<file path="src/rtl/assert_macros.svh">
// assertion helpers used by the frame decoder unit
// each helper has a real body for simulation and an empty one for synthesis
`ifndef ASSERT_MACROS_SVH
`define ASSERT_MACROS_SVH

`ifndef SYNTHESIS
`define GSFD_ASSERT(lbl, clk, rst_n, prop) \
    lbl: assert property (@(posedge clk) disable iff (!rst_n) (prop)) \
        else $error("gsfd assertion failed");
`define GSFD_ASSERT_NEVER(lbl, clk, rst_n, cond) \
    lbl: assert property (@(posedge clk) disable iff (!rst_n) !(cond)) \
        else $error("gsfd forbidden condition seen");
`else
`define GSFD_ASSERT(lbl, clk, rst_n, prop)
`define GSFD_ASSERT_NEVER(lbl, clk, rst_n, cond)
`endif

`endif

</file>
<file path="src/rtl/gsfd_pkg.sv">
// ---------------------------------------------------------------------------
// gsfd_pkg
// shared constants, types and the d-pad to hat table for the frame decoder
// ---------------------------------------------------------------------------
package gsfd_pkg;

    localparam logic [7:0] MARK_HEADER  = 8'h80;
    localparam logic [7:0] MARK_SERVO   = 8'h40;
    localparam logic [7:0] MARK_IGNORE  = 8'hFF;
    localparam logic [7:0] MARK_RELEASE = 8'h80;

    localparam int unsigned NUM_BTN  = 9;
    localparam int unsigned HOME_BIT = 8;

    localparam logic [3:0] HAT_NEUTRAL = 4'd8;

    // position inside the current frame
    typedef enum logic [1:0] {
        FC_IDLE  = 2'd0,
        FC_FIRST = 2'd1,
        FC_BTN   = 2'd2,
        FC_DONE  = 2'd3
    } t_frame_pos;

    // frame completion reported by the framer to the decoder
    typedef struct packed {
        logic       servo_done;
        logic       long_done;
        logic [7:0] button_byte;
        logic [7:0] second_byte;
    } t_frame_evt;

    // code is {up, right, down, left}
    function automatic logic [3:0] hat_of(input logic [3:0] code);
        logic [3:0] hat;
        unique case (code)
            4'b1000: hat = 4'd0;
            4'b1100: hat = 4'd1;
            4'b0100: hat = 4'd2;
            4'b0110: hat = 4'd3;
            4'b0010: hat = 4'd4;
            4'b0011: hat = 4'd5;
            4'b0001: hat = 4'd6;
            4'b1001: hat = 4'd7;
            default: hat = HAT_NEUTRAL;
        endcase
        return hat;
    endfunction

endpackage

</file>
<file path="src/rtl/gamepad_serial_frame_decoder_unit.sv">
// ---------------------------------------------------------------------------
// gamepad_serial_frame_decoder_unit
// serial byte framer and gamepad state decoder
// ---------------------------------------------------------------------------
// input channel: one received byte per request on i_byte_in, taken when
// i_valid is high and o_stall is low. output channel: the held gamepad state
// (nine buttons and hat) on o_btn_* and o_hat_dir, taken when o_valid is high
// and i_stall is low. one result leaves per completed frame: on the '@'
// byte of a one-byte frame and on the last byte of a three-byte frame; all
// other bytes, 0xFF included, give none.
// a byte is registered on entry, then framed and decoded into the result
// register; a stalled receiver can hold it in the entry register. one byte
// per cycle is accepted while o_stall is low, set by the single framer/decode
// stage between the input and result registers.
// when the receiver stalls, the result holds; the entry register then fills
// and o_stall rises until the result is taken.
// reset (i_rst_n low, synchronous) closes any open frame, releases all
// buttons, sets the hat to neutral and empties both registers.
// ---------------------------------------------------------------------------
`include "assert_macros.svh"

module gamepad_serial_frame_decoder_unit (
    input  logic       i_clk,
    input  logic       i_rst_n,
    input  logic       i_valid,
    output logic       o_stall,
    input  logic [7:0] i_byte_in,
    output logic       o_valid,
    input  logic       i_stall,
    output logic       o_btn_a,
    output logic       o_btn_b,
    output logic       o_btn_x,
    output logic       o_btn_y,
    output logic       o_btn_l,
    output logic       o_btn_r,
    output logic       o_btn_zr,
    output logic       o_btn_plus,
    output logic       o_btn_home,
    output logic [3:0] o_hat_dir
);

    logic                         r_in_valid;
    logic [7:0]                   r_in_byte;
    logic                         r_out_valid;
    logic [gsfd_pkg::NUM_BTN-1:0] r_out_btn;
    logic [3:0]                   r_out_hat;
    logic                         step;
    logic                         in_take;
    gsfd_pkg::t_frame_evt         evt;
    logic [gsfd_pkg::NUM_BTN-1:0] n_buttons;
    logic [3:0]                   n_hat;

    // the stage moves on when the result slot is free or being taken
    assign step    = r_in_valid && (!r_out_valid || !i_stall);
    assign o_stall = r_in_valid && !step;
    assign in_take = i_valid && !o_stall;

    gsfd_framer u_framer (
        .i_clk   (i_clk),
        .i_rst_n (i_rst_n),
        .i_step  (step),
        .i_byte  (r_in_byte),
        .o_evt   (evt)
    );

    gsfd_decode u_decode (
        .i_clk       (i_clk),
        .i_rst_n     (i_rst_n),
        .i_evt       (evt),
        .o_n_buttons (n_buttons),
        .o_n_hat     (n_hat)
    );

    always_ff @(posedge i_clk) begin
        if (!i_rst_n) begin
            r_in_valid  <= 1'b0;
            r_out_valid <= 1'b0;
        end else begin
            if (in_take || step) begin
                r_in_valid <= in_take;
            end
            if (step) begin
                r_out_valid <= evt.servo_done || evt.long_done;
            end else if (!i_stall) begin
                r_out_valid <= 1'b0;
            end
        end
        if (in_take) begin
            r_in_byte <= i_byte_in;
        end
        if (step && (evt.servo_done || evt.long_done)) begin
            r_out_btn <= n_buttons;
            r_out_hat <= n_hat;
        end
    end

    assign o_valid    = r_out_valid;
    assign o_btn_a    = r_out_btn[0];
    assign o_btn_b    = r_out_btn[1];
    assign o_btn_x    = r_out_btn[2];
    assign o_btn_y    = r_out_btn[3];
    assign o_btn_l    = r_out_btn[4];
    assign o_btn_r    = r_out_btn[5];
    assign o_btn_zr   = r_out_btn[6];
    assign o_btn_plus = r_out_btn[7];
    assign o_btn_home = r_out_btn[gsfd_pkg::HOME_BIT];
    assign o_hat_dir  = r_out_hat;

    `GSFD_ASSERT(a_servo_sets_home, i_clk, i_rst_n, (step && evt.servo_done) |=> (o_valid && o_btn_home))
    `GSFD_ASSERT(a_long_clears_home, i_clk, i_rst_n, (step && evt.long_done) |=> (o_valid && !o_btn_home))
    `GSFD_ASSERT_NEVER(a_evt_exclusive, i_clk, i_rst_n, evt.servo_done && evt.long_done)
    `GSFD_ASSERT_NEVER(a_hat_range, i_clk, i_rst_n, o_valid && (o_hat_dir > gsfd_pkg::HAT_NEUTRAL))
    `GSFD_ASSERT(a_ignore_no_result, i_clk, i_rst_n, (step && r_in_byte == gsfd_pkg::MARK_IGNORE) |=> !o_valid)

endmodule

</file>
<file path="src/rtl/gsfd_framer.sv">
// ---------------------------------------------------------------------------
// gsfd_framer
// tracks the frame position and reports completed frames
// ---------------------------------------------------------------------------
module gsfd_framer (
    input  logic                  i_clk,
    input  logic                  i_rst_n,
    input  logic                  i_step,
    input  logic [7:0]            i_byte,
    output gsfd_pkg::t_frame_evt  o_evt
);

    gsfd_pkg::t_frame_pos r_fc;
    gsfd_pkg::t_frame_pos n_fc;
    logic                 r_servo;
    logic                 n_servo;
    logic [7:0]           r_button_byte;
    logic [7:0]           n_button_byte;
    gsfd_pkg::t_frame_pos fc_eff;
    logic                 take;

    assign take = i_step && (i_byte != gsfd_pkg::MARK_IGNORE);

    // a finished frame reopens on the next byte
    always_comb begin
        fc_eff = r_fc;
        if ((r_fc == gsfd_pkg::FC_FIRST && r_servo) || r_fc == gsfd_pkg::FC_DONE) begin
            fc_eff = gsfd_pkg::FC_IDLE;
        end
    end

    // next state
    always_comb begin
        n_fc          = r_fc;
        n_servo       = r_servo;
        n_button_byte = r_button_byte;
        if (take) begin
            n_fc = fc_eff;
            unique case (fc_eff)
                gsfd_pkg::FC_IDLE: begin
                    if (i_byte == gsfd_pkg::MARK_HEADER ||
                        i_byte == gsfd_pkg::MARK_SERVO) begin
                        n_servo = (i_byte == gsfd_pkg::MARK_SERVO);
                        n_fc    = gsfd_pkg::FC_FIRST;
                    end
                end
                gsfd_pkg::FC_FIRST: begin
                    n_button_byte = i_byte;
                    n_fc          = gsfd_pkg::FC_BTN;
                end
                gsfd_pkg::FC_BTN: begin
                    n_fc = gsfd_pkg::FC_DONE;
                end
                default: begin
                    n_fc = gsfd_pkg::FC_IDLE;
                end
            endcase
        end
    end

    // outputs
    always_comb begin
        o_evt = '{servo_done: 1'b0, long_done: 1'b0,
                  button_byte: r_button_byte, second_byte: i_byte};
        if (take) begin
            unique case (fc_eff)
                gsfd_pkg::FC_IDLE: begin
                    o_evt.servo_done = (i_byte == gsfd_pkg::MARK_SERVO);
                end
                gsfd_pkg::FC_BTN: begin
                    o_evt.long_done = 1'b1;
                end
                default: begin
                    o_evt.long_done = 1'b0;
                end
            endcase
        end
    end

    always_ff @(posedge i_clk) begin
        if (!i_rst_n) begin
            r_fc    <= gsfd_pkg::FC_IDLE;
            r_servo <= 1'b0;
        end else begin
            r_fc    <= n_fc;
            r_servo <= n_servo;
        end
        r_button_byte <= n_button_byte;
    end

endmodule

</file>
<file path="src/rtl/gsfd_decode.sv">
// ---------------------------------------------------------------------------
// gsfd_decode
// keeps the held buttons and hat and updates them on completed frames
// ---------------------------------------------------------------------------
module gsfd_decode (
    input  logic                               i_clk,
    input  logic                               i_rst_n,
    input  gsfd_pkg::t_frame_evt               i_evt,
    output logic [gsfd_pkg::NUM_BTN-1:0]       o_n_buttons,
    output logic [3:0]                         o_n_hat
);

    logic [gsfd_pkg::NUM_BTN-1:0] r_buttons;
    logic [3:0]                   r_hat;
    logic [3:0]                   dpad;

    always_comb begin
        o_n_buttons = r_buttons;
        o_n_hat     = r_hat;
        dpad        = {i_evt.second_byte[4], i_evt.second_byte[3],
                       i_evt.second_byte[5], i_evt.second_byte[2]};
        priority if (i_evt.servo_done) begin
            o_n_buttons[gsfd_pkg::HOME_BIT] = 1'b1;
        end else if (i_evt.long_done) begin
            o_n_buttons = '0;
            o_n_hat     = gsfd_pkg::HAT_NEUTRAL;
            if (i_evt.button_byte != gsfd_pkg::MARK_RELEASE) begin
                o_n_buttons[5:0] = i_evt.button_byte[5:0];
            end
            if (i_evt.second_byte != gsfd_pkg::MARK_RELEASE) begin
                o_n_buttons[7:6] = i_evt.second_byte[1:0];
                o_n_hat          = gsfd_pkg::hat_of(dpad);
            end else begin
                o_n_hat = gsfd_pkg::hat_of(4'b0000);
            end
        end else begin
            o_n_buttons = r_buttons;
        end
    end

    always_ff @(posedge i_clk) begin
        if (!i_rst_n) begin
            r_buttons <= '0;
            r_hat     <= gsfd_pkg::HAT_NEUTRAL;
        end else begin
            r_buttons <= o_n_buttons;
            r_hat     <= o_n_hat;
        end
    end

endmodule
</file>
<file path="config.mk">
export PLATFORM = sky130hd
export DESIGN_NAME = gamepad_serial_frame_decoder_unit
export DESIGN_NICKNAME = d
export VERILOG_FILES = /design/src/rtl/gsfd_pkg.sv /design/src/rtl/gamepad_serial_frame_decoder_unit.sv /design/src/rtl/gsfd_framer.sv /design/src/rtl/gsfd_decode.sv
export VERILOG_INCLUDE_DIRS = /design/src /design/src/rtl
export SDC_FILE = /design/constraint.sdc
export NUM_CORES = 1
export LEC_CHECK = 0
export ABC_CLOCK_PERIOD_IN_PS = 4000
export BUFFER_PORTS_ARGS = -buffer_cell sky130_fd_sc_hd__buf_2
export CAP_MARGIN = 20
export CORE_MARGIN = 2
export CORE_UTILIZATION = 60
export DETAILED_ROUTE_END_ITERATION = 16
export PLACE_DENSITY = 0.91
export SLEW_MARGIN = 40
export SYNTH_ARGS = -nofsm -noshare
export SYNTH_HDL_FRONTEND = slang
export SYNTH_SLANG_ARGS = --single-unit
</file>
<file path="constraint.sdc">
create_clock -name i_clk -period 4 [get_ports i_clk]
set_clock_uncertainty 0.1 [all_clocks]
set_input_delay 1.2 -clock i_clk [delete_from_list [all_inputs] [get_ports i_clk]]
set_output_delay 1.2 -clock i_clk [all_outputs]
set_load 0.01 [all_outputs]
</file>
==> flow_summary_export.csv, run 1 <==
group,metric,value,unit
yosys,synthesis.nets,194,
route,routedWlPerCell,14.0,um
sta,rsz0062_at_grt,"no",
min_path,min_from,"u_decode.r_hat[2]",
route,viasPerCell,5.81,
grt,grt_util_met1,24.6,%
grt,grt_pass1_wl,6.18,mm
die,die_height,62.7,um
final_layout,final_cells,255,
grt,globalRouteOverflowTotal,0,
route,drt_iter0_drc,92,
min_path,min_to,"u_decode.r_hat[2]",
sta,worstMarginPinSlew,0.607,ns
placed_design,place.gp.congestion,0.906,
clock_network,clock_path_buffers,2,
grt,busiest_layer,"met2",
yosys,syn-cell-area,2070,um2
setup_path,critPathMaxFanout,7,
min_path,hold_path_class,"register to register",
die,core_area,3310,um2
setup_path,criticalPathCategory,"input pin to output port",
pwr,pwr-share-clk,30.5,%
yosys,yosysWarnings,0,
setup_path,required,2.70,ns
pwr,peakVddDrop,224,uV
grt,antenna_found_initial,0,
die,dieArea,3930,um2
die,die_w,62.7,um
final_layout,final_common_cell,"edfxtp_1",
sta,hold_viol,0,
final_layout,nets,222,
clock_network,h-tree-depth,2,
die,placementRows,21,
clock_network,cts_root_buf,"clkbuf_4",
pwr,swShare,21.4,%
clock_network,insertion_delay,0.34,ns
clock_network,cts_buffers,5,
clock_network,ctsHoldBuffers,0,
clock_network,cts_tree,"yes",
sta,finalCriticalPeriod,3.16,ns
placed_design,port_buffers,26,
sta,slew_headroom,59.5,%
pwr,power_switching,0.000192,W
setup_path,reg2reg_depth,3,
final_layout,area_growth,11.9,%
grt,grt_pass1_vias,1382,
pwr,p_per_area,387,nW/um2
final_layout,layout_common_cells,"edfxtp_1 (27), buf_2 (26), dfxtp_1 (22)",
pwr,power_leakage,0.860,nW
route,vias,1481,
pwr,comb_power_share,7.0,%
route,antenna_left,0,
sta,fmax,316,MHz
yosys,syn_avg_cell_area,11.5,um2
placed_design,hpwl,2.49,mm
route,route.detailed.drc,0,
clock_network,clock-sinks,49,
clock_network,cts_setup_buffers,0,
final_layout,drive_above_1_share,22.5,%
die,io-pin-count,27,
min_path,holdPathStages,2,
setup_path,regToRegStartpoint,"r_in_byte[5]",
yosys,synthFlopType,"edfxtp_1",
yosys,synth_edf_count,27,
clock_network,clkTransAtPathRegs,0.13,ns
die,initial_core_util,62.4,%
yosys,synth-seq-area-share,60.6,%
status,status,"complete, no violations",
route,drt_first_pass_iters,4,
setup_path,critPathCaptureType,"output port",
yosys,synthCells,180,
pwr,p_seq_share,62.5,%
grt,met3_usage,5.41,%
final_layout,n_antenna_cell,0,
setup_path,r2r-end,"o_hat_dir[2]",
placed_design,place_inst,247,
yosys,async_reset_ff_share,0,%
pwr,p_int,0.000703,W
yosys,synthDistinctLibCells,43,
sta,final.setup.tns,0,ns
yosys,synth-seq-cells,49,
flow_run,max_cap_viol_count,0,
clock_network,post_cts_resized,0,
setup_path,cp-start-kind,"input pin",
sta,setup_viol,0,
sta,slew_viol_final,0,
grt,grt_usage,20.3,%
sta,final.period_utilization,79.0,%
setup_path,rrSetupSlack,1.24,ns
grt,grt_max_degree,17,
grt,globalRouteMet2Util,34.3,%
route,postRouteWirelength,3.57,mm
setup_path,cp.arrival,1.86,ns
[worst max path at each step]
stage | slack [ns] | start | endpoint
6_report | 0.84 | i_stall | o_stall
5_1_grt | 0.80 | i_stall | o_stall
4_1_cts | 0.87 | i_stall | o_stall
3_5_place_dp | 0.88 | i_stall | o_stall
3_3_place_gp | 0.92 | i_stall | o_stall
2_1_floorplan | 1.12 | i_stall | o_stall
[critical path: stages]
cell and delay [ns]:
buf_2 0.14, and3_1 0.33, buf_2 0.19
[cell families (layout without fill, tap and decap cells)]
logic type	Yosys count	count (layout)	synth area share (%)
AO/OA/AOI/OAI	47	47	15.6
XOR/XNOR	2	2	0.848
adder cells (fa/ha/maj)	2	2	1.21
buffers and inverters	9	38	2.42
flip-flops	49	49	60.6
multiplexers	3	3	1.45
AND/OR/NAND/NOR	68	68	17.9
[Yosys cell counts (3+ instances only)]
cell       n  area [um2]
o211ai_1   4        30.0
nand3_1   12        60.1
nand4_1    4        25.0
and2_1     3        18.8
a21oi_1   11        55.1
edfxtp_1  27         811
o21ai_2    3        26.3
o21ai_0   11        55.1
nor2_1     4        15.0
clkbuf_1   4        15.0
dfxtp_1   22         440
mux2i_1    3        30.0
nor4_1     3        18.8
nand2b_1   9        56.3
nand2_1   21        78.8
o31ai_1    3        22.5
[layout make-up]
| type | instances | area (um2) |
|---|---|---|
| Sequential cell | 49 | 1250 |
| Fill cell | 263 | 1000 |
| Multi-Input combinational cell | 122 | 773 |
| Timing Repair Buffer | 28 | 145 |
| Tap cell | 46 | 57.6 |
| Clock buffer | 6 | 41.3 |
| Clock inverter | 2 | 35.0 |
| Inverter | 2 | 7.51 |
[power by group through the flow]
stage	logic [W]	clock network [W]	registers (W)
after global routing	0.0000714	0.000299	0.000561
after floorplan	0.0000444	0	0.000567
after CTS	0.0000621	0.000279	0.000558
after detailed placement	0.0000616	0	0.000570
final	0.0000627	0.000273	0.000559
after global placement	0.0000594	0	0.000569
[per-layer routing]
| metal | routed length (um) | vias to the layer above |
|---|---|---|
| met5 | 0 | - |
| met4 | 87 | 0 |
| met3 | 236 | 12 |
| met2 | 1800 | 63 |
| met1 | 1440 | 680 |
| li1 | - | 726 |
[state kept, by name (all words and copies together), names as in the netlist, named ones only]
signal / flops
r_in_byte: 8
u_framer.r_button_byte: 6
u_decode.r_hat: 4
o_valid: 1
r_out_btn: 9
u_framer.r_servo: 1
u_decode.r_buttons: 9
o_hat_dir: 4
r_in_valid: 1
u_framer.r_fc: 2
[stage by stage]
stage                     utilization [%]  power (W)  hold slack [ns]  setup WS, ns  cell area (um2)
final                                69.8   0.000895            0.373         0.840             2310
after global routing                 69.8   0.000931            0.390         0.805             2310
after CTS                            69.5   0.000899            0.373         0.869             2300
after detailed placement             67.2   0.000631            0.354         0.878             2230
after global placement               67.2   0.000628            0.339         0.916             2230
after floorplan                         -   0.000612            0.331          1.12             2070
No activity file was read; power rests on OpenSTA's default activity.
==> run 2: changes to the inputs <==
Settings changed: ABC_CLOCK_PERIOD_IN_PS 4000 to 2700, CORE_UTILIZATION 60 to 50, PLACE_DENSITY 0.91 to 0.82.
Clock period 4 ns to 2.7 ns, I/O delays scaled along.
==> run 2 against run 1 <==
Setup slack lost 0.53 ns. Highest routed layer unchanged. First-iteration DRC count fell by 7.6%. Critical path depth is 1 higher. Utilization fell by 10 points. Critical endpoint is now r_out_btn[4]. Largest cell class unchanged. Combinational power increased by 59%. Sequential share of layout area shrank 1.8 points.
==> flow_summary_export.csv, run 2 (synthesis gave the netlist of run 1 again) <==
group,metric,value,unit
flow_run,max_cap_viol_count,0,
grt,grt_pass1_vias,1334,
final_layout,regArea,1250,um2
setup_path,critPathMaxFanout,14,
die,io-pin-count,27,
placed_design,port_buffers,26,
setup_path,criticalPathCategory,"register to register",
route,viasPerCell,5.48,
clock_network,cts_buffers,5,
die,initial_core_util,51.6,%
sta,rsz0062_at_grt,"no",
final_layout,top_regs,"r_out_btn: 9 flops, u_decode.r_buttons: 9 flops, r_in_byte: 8 flops",
die,die_w,68.3,um
grt,globalRouteOverflowTotal,0,
grt,grt_util_met1,22.2,%
die,placementRows,23,
final_layout,area_growth,15.7,%
setup_path,required,2.60,ns
route,route.detailed.drc,0,
route,postRouteWirelength,3.65,mm
sta,final.period_utilization,88.4,%
clock_network,clock_path_buffers,2,
setup_path,cp.arrival,2.29,ns
route,vias,1452,
route,antenna_left,0,
final_layout,layout_common_cells,"edfxtp_1 (27), buf_2 (26), dfxtp_1 (22)",
clock_network,h-tree-depth,2,
sta,setup_viol,0,
grt,grt_max_degree,17,
setup_path,rrSetupSlack,0.31,ns
die,core_area,4000,um2
grt,met3_usage,6.41,%
final_layout,final_cells,265,
setup_path,cp_cell_sequence,"or4_4, or4_1, a21oi_4, buf_4",
die,dieArea,4660,um2
pwr,peakVddDrop,382,uV
min_path,min_from,"u_decode.r_hat[2]",
route,routedWlPerCell,13.8,um
setup_path,r2r-end,"r_out_btn[4]",
route,drt_iter0_drc,85,
placed_design,hpwl,2.59,mm
clock_network,clock-sinks,49,
min_path,hold_path_class,"register to register",
grt,grt_pass1_wl,5.96,mm
setup_path,slowest_stage,"or4_1",
clock_network,cts_tree,"yes",
pwr,power_leakage,0.898,nW
final_layout,n_antenna_cell,0,
final_layout,final_common_cell,"edfxtp_1",
sta,hold_viol,0,
status,status,"complete, no violations",
placed_design,place.gp.congestion,0.797,
setup_path,critPathCaptureType,"register",
clock_network,cts_root_buf,"clkbuf_8",
clock_network,clkTransAtPathRegs,0.09,ns
setup_path,cp-start-kind,"register",
min_path,min_to,"u_decode.r_hat[2]",
grt,antenna_found_initial,0,
clock_network,cts_setup_buffers,0,
final_layout,nets,228,
grt,globalRouteMet2Util,29.0,%
clock_network,post_cts_resized,0,
clock_network,ctsHoldBuffers,0,
sta,slew_headroom,63.2,%
final_layout,fill_cells,334,
sta,worstMarginPinSlew,0.552,ns
min_path,holdPathStages,2,
pwr,p_per_area,606,nW/um2
grt,grt_usage,18.0,%
final_layout,post-route-util,59.8,%
sta,fmax,419,MHz
setup_path,regToRegStartpoint,"r_in_byte[0]",
sta,final.setup.tns,0,ns
grt,busiest_layer,"met2",
sta,finalCriticalPeriod,2.39,ns
setup_path,critical-path-max-stage-delay,0.58,ns
final_layout,multi_input_area,764,um2
sta,slew_viol_final,0,
setup_path,reg2reg_depth,4,
final_layout,drive_above_1_share,25.1,%
die,die_height,68.3,um
placed_design,place_inst,257,
route,drt_first_pass_iters,4,
clock_network,insertion_delay,0.31,ns
## run 2: cell type report
class | instances | share of cell area (%)
sequential | 49 | 52.3
multi-input combinational | 122 | 32.0
timing repair buffer | 34 | 7.95
clock buffer | 5 | 2.88
tap | 50 | 2.62
clock inverter | 3 | 1.94
inverter | 2 | 0.314
## run 2: power by group
| group | leakage [nW] | switching, W | total [W] | internal, W |
|---|---|---|---|---|
| registers | 0.434 | 0.0000160 | 0.000825 | 0.000809 |
| clock network | 0.0543 | 0.000246 | 0.000523 | 0.000277 |
| logic | 0.410 | 0.0000570 | 0.0000994 | 0.0000424 |
| total | 0.898 | 0.000319 | 0.00145 | 0.00113 |
## run 2: routing by layer
metal / up-vias / part of all wire [%]
li1: 736 / -
met1: 675 / 46
met2: 36 / 47
met3: 5 / 4.9
met4: 0 / 1.3
met5: - / 0
## run 2: worst max-delay path by stage
stage / cells after the start / slack (ns) / end / start
floorplan: 4 / 0.31 / o_hat_dir[0] / r_in_byte[4]
global placement: 5 / 0.30 / r_out_btn[6] / i_stall
detailed placement: 5 / 0.27 / r_out_btn[5] / i_stall
CTS: 4 / 0.31 / r_out_btn[5] / r_in_byte[0]
global route: 4 / 0.24 / r_out_btn[5] / r_in_byte[0]
finish: 4 / 0.31 / r_out_btn[4] / r_in_byte[0]
## run 2: critical path: cells and delay by family, from the launching register on
| kind | cells | cell delay (ns) |
|---|---|---|
| flip-flops | 1 | 0.47 |
| AND/OR/NAND/NOR | 2 | 1.11 |
| AO/OA/AOI/OAI | 1 | 0.17 |
| buffers and inverters | 1 | 0.24 |
## run 2: metrics by stage
stage | setup WS, ns | hold slack, ns | instance area, um2 | total power [W]
6_report | 0.314 | 0.367 | 2390 | 0.00145
5_1_grt | 0.244 | 0.387 | 2390 | 0.00151
3_3_place_gp | 0.301 | 0.344 | 2280 | 0.000937
2_1_floorplan | 0.311 | 0.331 | 2070 | 0.000906
4_1_cts | 0.307 | 0.368 | 2390 | 0.00146
3_5_place_dp | 0.274 | 0.354 | 2280 | 0.000941
==> run 3: changes to the inputs <==
Settings changed: CELL_PAD_IN_SITES_DETAIL_PLACEMENT set to 2, CELL_PAD_IN_SITES_GLOBAL_PLACEMENT set to 2, CORE_UTILIZATION 50 to 34, GPL_TIMING_DRIVEN set to 0, PLACE_DENSITY 0.82 to 0.81, SYNTH_HIERARCHICAL set to 1.
==> run 3 against run 2 <==
Largest power group unchanged. Synthesized cell count down 26%. Critical path type unchanged. Global-route usage down 3.7 points. Register-to-register slack worse by 0.18 ns. First-iteration DRC count down 40%. Clock power down 16%. Final cell count down 9.4%. Count of clock-buffer cells in the layout up 1. Sequential share of layout area up 1.8 points. Wire length up 4.7%. Combinational power down 25%. Design area down 9.5%.
==> flow_summary_export.csv, run 3 <==
group,metric,value,unit
grt,globalRouteOverflowTotal,0,
die,dieArea,5910,um2
grt,grt_pass1_wl,6.39,mm
grt,antenna_found_initial,0,
die,initial_core_util,35.3,%
grt,grt_usage,14.3,%
clock_network,clkTransAtPathRegs,0.08,ns
die,core_area,5110,um2
setup_path,cp-start-kind,"register",
clock_network,insertion_delay,0.30,ns
die,die_height,76.8,um
route,drt_first_pass_iters,3,
sta,slew_headroom,51.2,%
route,postRouteWirelength,3.82,mm
pwr,fin_total_pwr,0.00127,W
sta,rsz0062_at_grt,"no",
clock_network,h-tree-depth,2,
final_layout,n_antenna_cell,0,
setup_path,critPathMaxFanout,10,
sta,slew_viol_final,0,
clock_network,clock_path_buffers,2,
route,routedWlPerCell,15.9,um
final_layout,fill_cells,533,
yosys,syn_avg_cell_area,13.6,um2
sta,final.period_utilization,94.9,%
final_layout,post-route-util,42.4,%
setup_path,required,2.80,ns
final_layout,final_common_cell,"edfxtp_1",
die,io-pin-count,27,
clock_network,clock-sinks,45,
sta,hold_viol,0,
route,route.detailed.drc,0,
setup_path,critPathCaptureType,"register",
sta,worstMarginPinSlew,0.730,ns
clock_network,cts_tree,"yes",
route,vias,1125,
grt,grt_pass1_vias,1280,
die,die_w,76.8,um
grt,grt_max_degree,15,
clock_network,cts_root_buf,"clkbuf_8",
sta,setup_viol,0,
sta,final.setup.tns,0,ns
pwr,peakVddDrop,340,uV
final_layout,top_regs,"r_out_btn: 9 flops, u_decode/r_buttons: 9 flops, r_in_byte: 8 flops",
placed_design,hpwl,2.78,mm
sta,fmax,390,MHz
yosys,syn-cell-area,1800,um2
final_layout,layout_common_cells,"edfxtp_1 (27), buf_2 (26), dfxtp_1 (18)",
die,placementRows,26,
clock_network,cts_buffers,5,
min_path,hold_path_class,"register to register",
yosys,synthCells,133,
setup_path,criticalPathCategory,"register to register",
placed_design,place.gp.congestion,0.788,
pwr,power_leakage,0.808,nW
route,viasPerCell,4.69,
flow_run,max_cap_viol_count,0,
route,antenna_left,0,
pwr,p_per_area,588,nW/um2
sta,finalCriticalPeriod,2.56,ns
placed_design,port_buffers,26,
status,status,"complete, no violations",
final_layout,nets,182,
yosys,synthesis.nets,146,
route,drt_iter0_drc,51,
final_layout,area_growth,20.0,%
setup_path,cp.arrival,2.66,ns
yosys,yosysWarnings,6,
final_layout,drive_above_1_share,37.6,%
run 3: cell types whose count changed in the layout (fill, tap and decap cells not counted), moves of 4 or more:
cell	before	now
mux2_2	0	8
inv_1	2	6
nand2b_1	9	4
o21ai_0	11	2
nand3_1	12	0
nand2_1	21	8
dfxtp_1	22	18
and2_1	3	10
a21oi_1	11	2
run 3: layout make-up:
class / instances / area (um2) / share of cell area [%]
Multi-Input combinational cell: 73 / 563 / 26.0
Inverter: 6 / 22.5 / 1.04
Clock buffer: 6 / 82.6 / 3.82
Clock inverter: 2 / 13.8 / 0.636
Buffer: 9 / 71.3 / 3.29
Timing Repair Buffer: 29 / 153 / 7.05
Tap cell: 70 / 87.6 / 4.05
Sequential cell: 45 / 1170 / 54.1
run 3: per-layer routing:
layer	routed length [um]	vias up	track usage [%]
met3	128	5	3.76
met2	2090	21	26.7
li1	-	548	-
met1	1530	551	14.9
met4	68	0	6.36
met5	0	-	0
run 3: per-stage QoR:
step,hold WS [ns],instance area [um2],worst slack [ns],instances
after floorplan,0.337,1810,0.0464,133
after global placement,0.352,2030,-0.300,229
after detailed placement,0.365,2030,-0.419,229
after CTS,0.375,2130,0.0112,237
after global routing,0.410,2160,0.0316,240
final,0.372,2160,0.139,240
run 3: critical path, stage by stage, from the launching register on:
cell      delay, ns
edfxtp_1       0.46
or4_4          0.60
nor4_4         0.32
nand2b_4       0.19
buf_6          0.15
buf_6          0.15
mux2_2         0.34
and2_1         0.15
run 3: path summary, 6_finish.rpt:
check | from | endpoint | slack (ns) | depth (start not counted)
setup reg to reg | r_in_byte[1] | u_decode/r_buttons[1] | 0.14 | 7
hold / removal | u_decode/r_hat[2] | u_decode/r_hat[2] | 0.37 | 2
hold reg to reg | u_decode/r_hat[2] | u_decode/r_hat[2] | 0.37 | 2
setup / recovery | r_in_byte[1] | u_decode/r_buttons[1] | 0.14 | 7
run 3: timing repair:
item	CTS	global route
endpoints found under the setup margin	4	23
setup buffers	0	3
pin swaps	1	2
hold buffers	0	0
gates resized for setup	1	6
gates cloned	0	0
run 3: power by group:
| group | internal (W) | switching [W] | total (W) |
|---|---|---|---|
| registers | 0.000741 | 0.0000151 | 0.000757 |
| logic | 0.0000349 | 0.0000396 | 0.0000745 |
| clock network | 0.000208 | 0.000233 | 0.000441 |
